## config.mk

```make
export PLATFORM = sky130hd
export DESIGN_NAME = bdc_emit_flat
export DESIGN_NICKNAME = d
export VERILOG_FILES = /design/src/sv/bdc_pkg.sv /design/src/sv/bdc_if.sv /design/src/sv/bdc_emit.sv /design/src/flat_wrapper.sv
export SDC_FILE = /design/constraint.sdc
export NUM_CORES = 1
export LEC_CHECK = 0
export BUFFER_PORTS_ARGS = -buffer_cell sky130_fd_sc_hd__buf_4
export CORE_AREA = 2 2 160 162
export CTS_CLUSTER_DIAMETER = 40
export CTS_CLUSTER_SIZE = 16
export DETAILED_ROUTE_END_ITERATION = 8
export DIE_AREA = 0 0 162 164
export PLACE_DENSITY = 0.74
export SYNTH_ARGS = -nofsm -noshare
export SYNTH_HDL_FRONTEND = slang
export SYNTH_SLANG_ARGS = --single-unit
```

## constraint.sdc

```tcl
create_clock -name clk_i -period 10.9 [get_ports clk_i]
set_input_delay 1.09 -clock clk_i [delete_from_list [all_inputs] [get_ports clk_i]]
set_output_delay 1.09 -clock clk_i [all_outputs]
set_load 0.02 [all_outputs]
```

## src/sv/bdc_pkg.sv

```systemverilog
// Shared types and constants for the cubic de Casteljau evaluate/subdivide block.
package bdc_pkg;

  localparam int unsigned CoefW   = 32;
  localparam int unsigned TFrac   = 16;
  localparam int unsigned TW      = TFrac + 1;
  localparam int unsigned ProdW   = CoefW + TW + 1;
  localparam int unsigned D1W     = 35;
  localparam int unsigned D2W     = 37;
  localparam int unsigned IdxW    = 2;
  localparam logic [IdxW-1:0] LastIdx = 2'd3;

  localparam logic [TW-1:0] TOne = TW'(1) << TFrac;

  typedef enum logic {
    OP_EVAL  = 1'b0,
    OP_SPLIT = 1'b1
  } op_e;

  typedef logic signed [CoefW-1:0] coef_t;
  typedef logic [TW-1:0]           tpar_t;

  // after the first cascade level
  typedef struct packed {
    op_e   op;
    coef_t c0;
    coef_t c3;
    coef_t p1_0;
    coef_t p1_1;
    coef_t p1_2;
    tpar_t tw;
    tpar_t tv;
  } s1_t;

  // after the second cascade level
  typedef struct packed {
    op_e                   op;
    coef_t                 c0;
    coef_t                 c3;
    coef_t                 p1_0;
    coef_t                 p1_2;
    coef_t                 p2_0;
    coef_t                 p2_1;
    logic signed [D2W-1:0] d2;
    tpar_t                 tw;
    tpar_t                 tv;
  } s2_t;

  // complete cascade, ready for the result stage
  typedef struct packed {
    op_e                   op;
    coef_t                 c0;
    coef_t                 c3;
    coef_t                 p1_0;
    coef_t                 p1_2;
    coef_t                 p2_0;
    coef_t                 p2_1;
    coef_t                 p3;
    logic signed [D1W-1:0] d1;
    logic signed [D2W-1:0] d2;
  } casc_t;

endpackage

```

## src/sv/bdc_if.sv

```systemverilog


interface bdc_out_if;
  logic                            valid;
  logic                            ready;
  logic [bdc_pkg::IdxW-1:0]        index;
  logic                            last;
  logic signed [bdc_pkg::CoefW-1:0] result_a;
  logic signed [bdc_pkg::D1W-1:0]  result_b;
  logic signed [bdc_pkg::D2W-1:0]  result_c;

  modport source (output valid, index, last, result_a, result_b, result_c,
                  input ready);
  modport sink   (input valid, index, last, result_a, result_b, result_c,
                  output ready);
endinterface

```

## src/sv/bdc_emit.sv

```systemverilog
// Result stage: holds one finished cascade and sends one or four result beats.
module bdc_emit (
  input  logic            clk_i,
  input  logic            rst_ni,
  input  bdc_pkg::casc_t  res_i,
  input  logic            res_valid_i,
  output logic            res_ready_o,
  bdc_out_if.source       out_o
);

  bdc_pkg::casc_t              hold_q;
  logic                        full_q;
  logic [bdc_pkg::IdxW-1:0]    idx_d, idx_q;
  logic                        last_beat;
  logic                        beat;
  logic                        take;
  logic                        is_split;
  bdc_pkg::coef_t              left_k;
  bdc_pkg::coef_t              right_k;

  assign is_split  = (hold_q.op == bdc_pkg::OP_SPLIT);
  assign last_beat = !is_split || (idx_q == bdc_pkg::LastIdx);
  assign beat      = full_q && out_o.ready;
  assign take      = res_valid_i && (!full_q || (beat && last_beat));
  assign res_ready_o = !full_q || (beat && last_beat);

  assign idx_d = take ? '0 : (beat ? idx_q + bdc_pkg::IdxW'(1) : idx_q);

  always_ff @(posedge clk_i or negedge rst_ni) begin
    if (!rst_ni) begin
      full_q <= 1'b0;
      idx_q  <= '0;
    end else begin
      idx_q <= idx_d;
      if (take) full_q <= 1'b1;
      else if (beat && last_beat) full_q <= 1'b0;
    end
  end

  always_ff @(posedge clk_i) begin
    if (take) hold_q <= res_i;
  end

  always_comb begin
    case (idx_q)
      2'd0: begin
        left_k  = hold_q.c0;
        right_k = hold_q.p3;
      end
      2'd1: begin
        left_k  = hold_q.p1_0;
        right_k = hold_q.p2_1;
      end
      2'd2: begin
        left_k  = hold_q.p2_0;
        right_k = hold_q.p1_2;
      end
      default: begin
        left_k  = hold_q.p3;
        right_k = hold_q.c3;
      end
    endcase
  end

  assign out_o.valid    = full_q;
  assign out_o.index    = is_split ? idx_q : '0;
  assign out_o.last     = last_beat;
  assign out_o.result_a = is_split ? left_k : hold_q.p3;
  assign out_o.result_b = is_split ? bdc_pkg::D1W'(right_k) : hold_q.d1;
  assign out_o.result_c = is_split ? '0 : hold_q.d2;

endmodule

```

## src/flat_wrapper.sv

```systemverilog
// flat-port wrapper written by rule: the top's interface ports become plain ports
module bdc_emit_flat 
  (clk_i, rst_ni, res_i, res_valid_i, res_ready_o, out_o_valid, out_o_index, out_o_last, out_o_result_a, out_o_result_b, out_o_result_c, out_o_ready);
  bdc_out_if out_o_i ();
  input  logic clk_i;
  input  logic rst_ni;
  input  bdc_pkg::casc_t res_i;
  input  logic res_valid_i;
  output logic res_ready_o;
  output wire logic [$bits(out_o_i.valid)-1:0] out_o_valid;
  output wire logic [$bits(out_o_i.index)-1:0] out_o_index;
  output wire logic [$bits(out_o_i.last)-1:0] out_o_last;
  output wire logic [$bits(out_o_i.result_a)-1:0] out_o_result_a;
  output wire logic [$bits(out_o_i.result_b)-1:0] out_o_result_b;
  output wire logic [$bits(out_o_i.result_c)-1:0] out_o_result_c;
  input wire logic [$bits(out_o_i.ready)-1:0] out_o_ready;
  assign out_o_valid = out_o_i.valid;
  assign out_o_index = out_o_i.index;
  assign out_o_last = out_o_i.last;
  assign out_o_result_a = out_o_i.result_a;
  assign out_o_result_b = out_o_i.result_b;
  assign out_o_result_c = out_o_i.result_c;
  assign out_o_i.ready = out_o_ready;
  bdc_emit u_core (.clk_i(clk_i), .rst_ni(rst_ni), .res_i(res_i), .res_valid_i(res_valid_i), .res_ready_o(res_ready_o), .out_o(out_o_i));
endmodule
```

# ---- Word-level counts from Yosys, hierarchy flattened
# Cells that the tools add are included.
dict set report totals {
  ram_bits 0
  elab_cells 36
  regBits 300
  mem_count 0
  latch_bits 0
  mem_bits_ro 0
  output_inout_bits 109
  input_bits 301
}
dict set report op_classes {
  bitwise_logic 0
  addsub 1
  div 0
  shift 0
  eq_ne 3
  n_reduce_logical 10
  mul 0
  order_cmp 0
  n_mux 10
}
# op count
set ops {}
lappend ops {{one-hot mux 32 bit (3 select lines)} 2}
lappend ops {{2-to-1 mux 37 bit} 1}
lappend ops {{2-to-1 mux 35 bit} 1}
lappend ops {{2-to-1 mux 32 bit} 1}
lappend ops {{2-to-1 mux 2 bit} 3}
lappend ops {{equality test 2 bit, second input constant} 2}
lappend ops {{nonzero test 2 bit} 2}
lappend ops {{logical AND 1 bit} 3}
lappend ops {{adder 2 x 1 -> 2 bit, second input constant} 1}
lappend ops {{equality test 2 x 1 -> 1 bit, second input constant} 1}
lappend ops {{logical NOT 1 bit} 2}
lappend ops {{logical NOT 2 bit} 1}
lappend ops {{logical OR 1 bit} 2}
lappend ops {{2-to-1 mux 1 bit} 2}

# ---- Depth between registers and ports, before layout
dict set report depth {
  depth_word 6
  ltp_mapped 7
  ltp_nobuf 5
}

# ---- Least setup slack after synthesis
# No wires, ideal clock.
dict set report synth_timing {
  path_type {in2reg}
  start {input port out_o_ready}
  end {register u_core.hold_q[0] (netlist bit) (enable)}
  path_slack_ps 1883
  t_required_ps 10205
  path_buffers 0
  arrival_time_ps 8322
  cell_stages 3
  setup_ps 695
  path_cell_list {inv_1 o21ai_1 and2_1}
}
dict set report synth_via {
  elab_chain_len 4
}
# element line
set synth_lines {}
lappend synth_lines {{from (decl)} flat_wrapper.sv:16} ;# input wire logic [$bits(out_o_i.ready)-1:0] out_o_ready;
lappend synth_lines {{logical AND 1 bit} bdc_emit.sv:23} ;# assign beat = full_q && out_o.ready;
lappend synth_lines {{logical AND 1 bit} --}
lappend synth_lines {{logical OR 1 bit} --}
lappend synth_lines {{net res_ready_o} flat_wrapper.sv:9} ;# output logic res_ready_o;
lappend synth_lines {{logical AND 1 bit} bdc_emit.sv:24} ;# assign take = res_valid_i && (!full_q || (beat && last_beat));
lappend synth_lines {{net u_core.take} bdc_emit.sv:16} ;# logic take;
lappend synth_lines {{to (signal assigned)} bdc_emit.sv:41} ;# if (take) hold_q <= res_i;
lappend synth_lines {{to (decl)} bdc_emit.sv:11} ;# bdc_pkg::casc_t hold_q;
# The timed path passes the listed nets, and every way through them passes these cells.
# A chain may end at the register's enable or synchronous reset.

# ---- Worst setup path after layout
dict set report layout_timing {
  start {register u_core.idx_q[0] (netlist bit)}
  end {register u_core.hold_q[267] (netlist bit) (enable)}
}
dict set report layout_via {
  elab_chain_len 5
}
# element line
set layout_lines {}
lappend layout_lines {{from (decl)} bdc_emit.sv:13} ;# logic [bdc_pkg::IdxW-1:0] idx_d, idx_q;
lappend layout_lines {{from (signal assigned)} bdc_emit.sv:34} ;# idx_q <= idx_d;
lappend layout_lines {{equality test 2 bit} bdc_emit.sv:22} ;# assign last_beat = !is_split || (idx_q == bdc_pkg::LastIdx);
lappend layout_lines {{logical OR 1 bit} bdc_emit.sv:22}
lappend layout_lines {{logical AND 1 bit} bdc_emit.sv:24}
lappend layout_lines {{logical OR 1 bit} bdc_emit.sv:24}
lappend layout_lines {{logical AND 1 bit} bdc_emit.sv:24}
lappend layout_lines {{net u_core.take} bdc_emit.sv:16}
# The timed path passes the listed nets, and every way through them passes these cells.

==> flow_summary.ini <==
[critical_path]
required_ps = 11030
cp.arrival_ps = 4100
startpoint_type = flop
setup.worst_path.end_class = flop
cp_max_fo = 177
crit_type = flop to flop

[synth]
synth_common_cells = edfxtp_1 (297), a222oi_1 (63), nor2b_1 (38), inv_1 (36), nand2_1 (35)
yosysWarnings = 0
synthFlopType = edfxtp_1
synth_area_leaders = edfxtp_1 (79%), a222oi_1 (5.6%), nor2b_1 (2.1%)
synth_cells = 668
synth_fp_nets = 973
synth_edf_count = 297
postSynth.asyncResetShare_pct = 1.00
yosys.area.top_type = edfxtp_1
syn_area_per_cell_um2 = 16.9
yosysMostFrequentCell = edfxtp_1
yosysTopAreaCellShare_pct = 79.0
seq_area_frac_synth_pct = 79.7
netlist_area_um2 = 11300
ys_types = 26
synth_seq_cells = 300

[sta]
min_period_over_period_pct = 36.4
worstMarginPinSlew_ps = 1080
clock-skew-final_ps = 14.5
clock.fmax_mhz = 252
finalHoldViolCount = 0
drv_slew = 0
rsz0062_at_grt = false
tns_ps = 0
fin_crit_ps = 3970
setup_violations = 0
relSlewSlack_pct = 28.1

[route]
drt_wl_total_um = 29600
routed_via_density = 5.29
vias = 7595
drt_pass1_iterations = 8
antenna_left = 0
dr.first_iter.drc_count = 701
drc = 0
wl_per_cell_um = 20.6

[placed_design]
gp_congestion = 0.812
placed_cell_area_um2 = 14600
io_buffers = 409
hpwl_um = 19600

[outcome]
status = finished, final reports clean

[cells_and_area]
diodes = 0
post-route-util_pct = 64.0
n_fill_cell = 1802
drive_above_1_share_pct = 44.0
multi_input_area_um2 = 1910
final_nets = 1384
area_growth_pct = 40.7
final_area_um2 = 15900
seq_area_um2 = 8990

[flow_run]
cap_violations = 0

[clocking]
clk_latency_ps = 500
hold_buffers = 0
root_buffer = clkbuf_16
cts_tree = built
cts-htree-levels = 2
post-cts-setup-buffers = 0
cts_buffers = 39
cts_resized = 0
clockBufferDepth = 3
cts.sinks = 300
clkTransAtPathRegs_ps = 60

[pwr]
p_per_area_nw_per_um2 = 216
ir_worst_vdd_mv = 0.176
power.internal_mw = 2.47
power_frac_comb_pct = 22.9
p_total_mw = 3.44
pwr-share-clk_pct = 36.4
p_sw_mw = 0.972
p_seq_share_pct = 40.7
netSwitchingFraction_pct = 28.3
p_leak_nw = 6.21

[grt]
overflow = 0
grt_max_degree = 178
grt_util_all_layers_pct = 21.3
grt_pass1_wl_um = 42900
antenna_found_initial = 0
first_global_vias = 7716

[die]
die_area_um2 = 26600
design.portCount = 410
rows = 58
die_width_um = 162
initial_core_util_pct = 45.5
die_h_um = 164
core_area_um2 = 24800

[worst_hold_path]
hp-class = primary input to async pin
==> per-stage QoR <==
stage / worst slack, ps / std cells / hold WS [ps]
final: 6930 / 1437 / 360
after global routing: 6790 / 1437 / 337
after CTS: 6920 / 1437 / 338
after detailed placement: 6700 / 1368 / 632
after global placement: 6820 / 1368 / 600
after floorplan: 1880 / 668 / 550
==> power by group through the flow <==
stage | Clock [mW] | Combinational [mW] | Sequential, mW
floorplan | 0 | 0.474 | 1.44
global placement | 0 | 0.786 | 1.42
detailed placement | 0 | 0.793 | 1.42
CTS | 1.27 | 0.797 | 1.40
global route | 1.32 | 0.850 | 1.40
finish | 1.25 | 0.789 | 1.40
==> sequential cells by signal (all words and copies together), names as in the netlist <==
signal,cells
u_core.idx_q,2
u_core.out_o.valid,1
u_core.hold_q,296
u_core.is_split,1
==> final timing paths <==
path	start	endpoint	slack [ps]	cells past startpoint
worst max-delay path	u_core.idx_q[0]$_DFFE_PN0P_	u_core.hold_q[267]$_DFFE_PP_	6930	6
worst min-delay path	rst_ni	u_core.idx_q[1]$_DFFE_PN0P_	360	1
worst max register to register	u_core.idx_q[0]$_DFFE_PN0P_	u_core.hold_q[267]$_DFFE_PP_	6930	6
worst min register to register	u_core.idx_q[1]$_DFFE_PN0P_	u_core.idx_q[1]$_DFFE_PN0P_	640	2
max in group asynchronous	rst_ni	u_core.out_o.valid$_DFFE_PN0P_	10450	1
min in group clk_i	u_core.idx_q[1]$_DFFE_PN0P_	u_core.idx_q[1]$_DFFE_PN0P_	640	2
==> critical path: stages, from the launching register on <==
cell	delay (ps)
dfrtp_1	460
ha_1	260
and2b_4	240
o21ai_1	210
and2_4	740
buf_12	620
buf_4	730
==> layer usage <==
layer / track usage, % / up-vias / share of wire (%)
li1: - / 3481 / -
met1: 24.7 / 3651 / 35
met2: 37.3 / 400 / 51
met3: 7.02 / 63 / 10
met4: 7.56 / 0 / 3.1
met5: 0 / - / 0
==> layout by cell type (no fill, tap or decap), types with 33 or more instances in the layout <==
master / synthesis / layout
o21ai_0: 33 / 33
nor2b_1: 38 / 38
o21ai_1: 33 / 33
nand2_1: 35 / 35
edfxtp_1: 297 / 297
buf_4: 7 / 415
and2_1: 34 / 33
clkbuf_16: 0 / 41
a222oi_1: 63 / 63
inv_1: 36 / 35
==> cells by family after synthesis <==
logic type               after synthesis  synth area share, %
adder cells (fa/ha/maj)                4                0.443
AO/OA/AOI/OAI                        169                 10.9
flip-flops                           300                 79.7
AND/OR/NAND/NOR                      112                 5.54
buffers and inverters                 83                 3.49
==> final cells by class <==
| type | instances | share of cell area (%) |
|---|---|---|
| timing repair buffer | 416 | 19.7 |
| clock buffer | 43 | 6.50 |
| tap | 330 | 2.60 |
| clock inverter | 26 | 1.64 |
| inverter | 37 | 0.874 |
| multi-input combinational | 285 | 12.0 |
| sequential | 300 | 56.6 |
(Power assumes the default switching activity.)
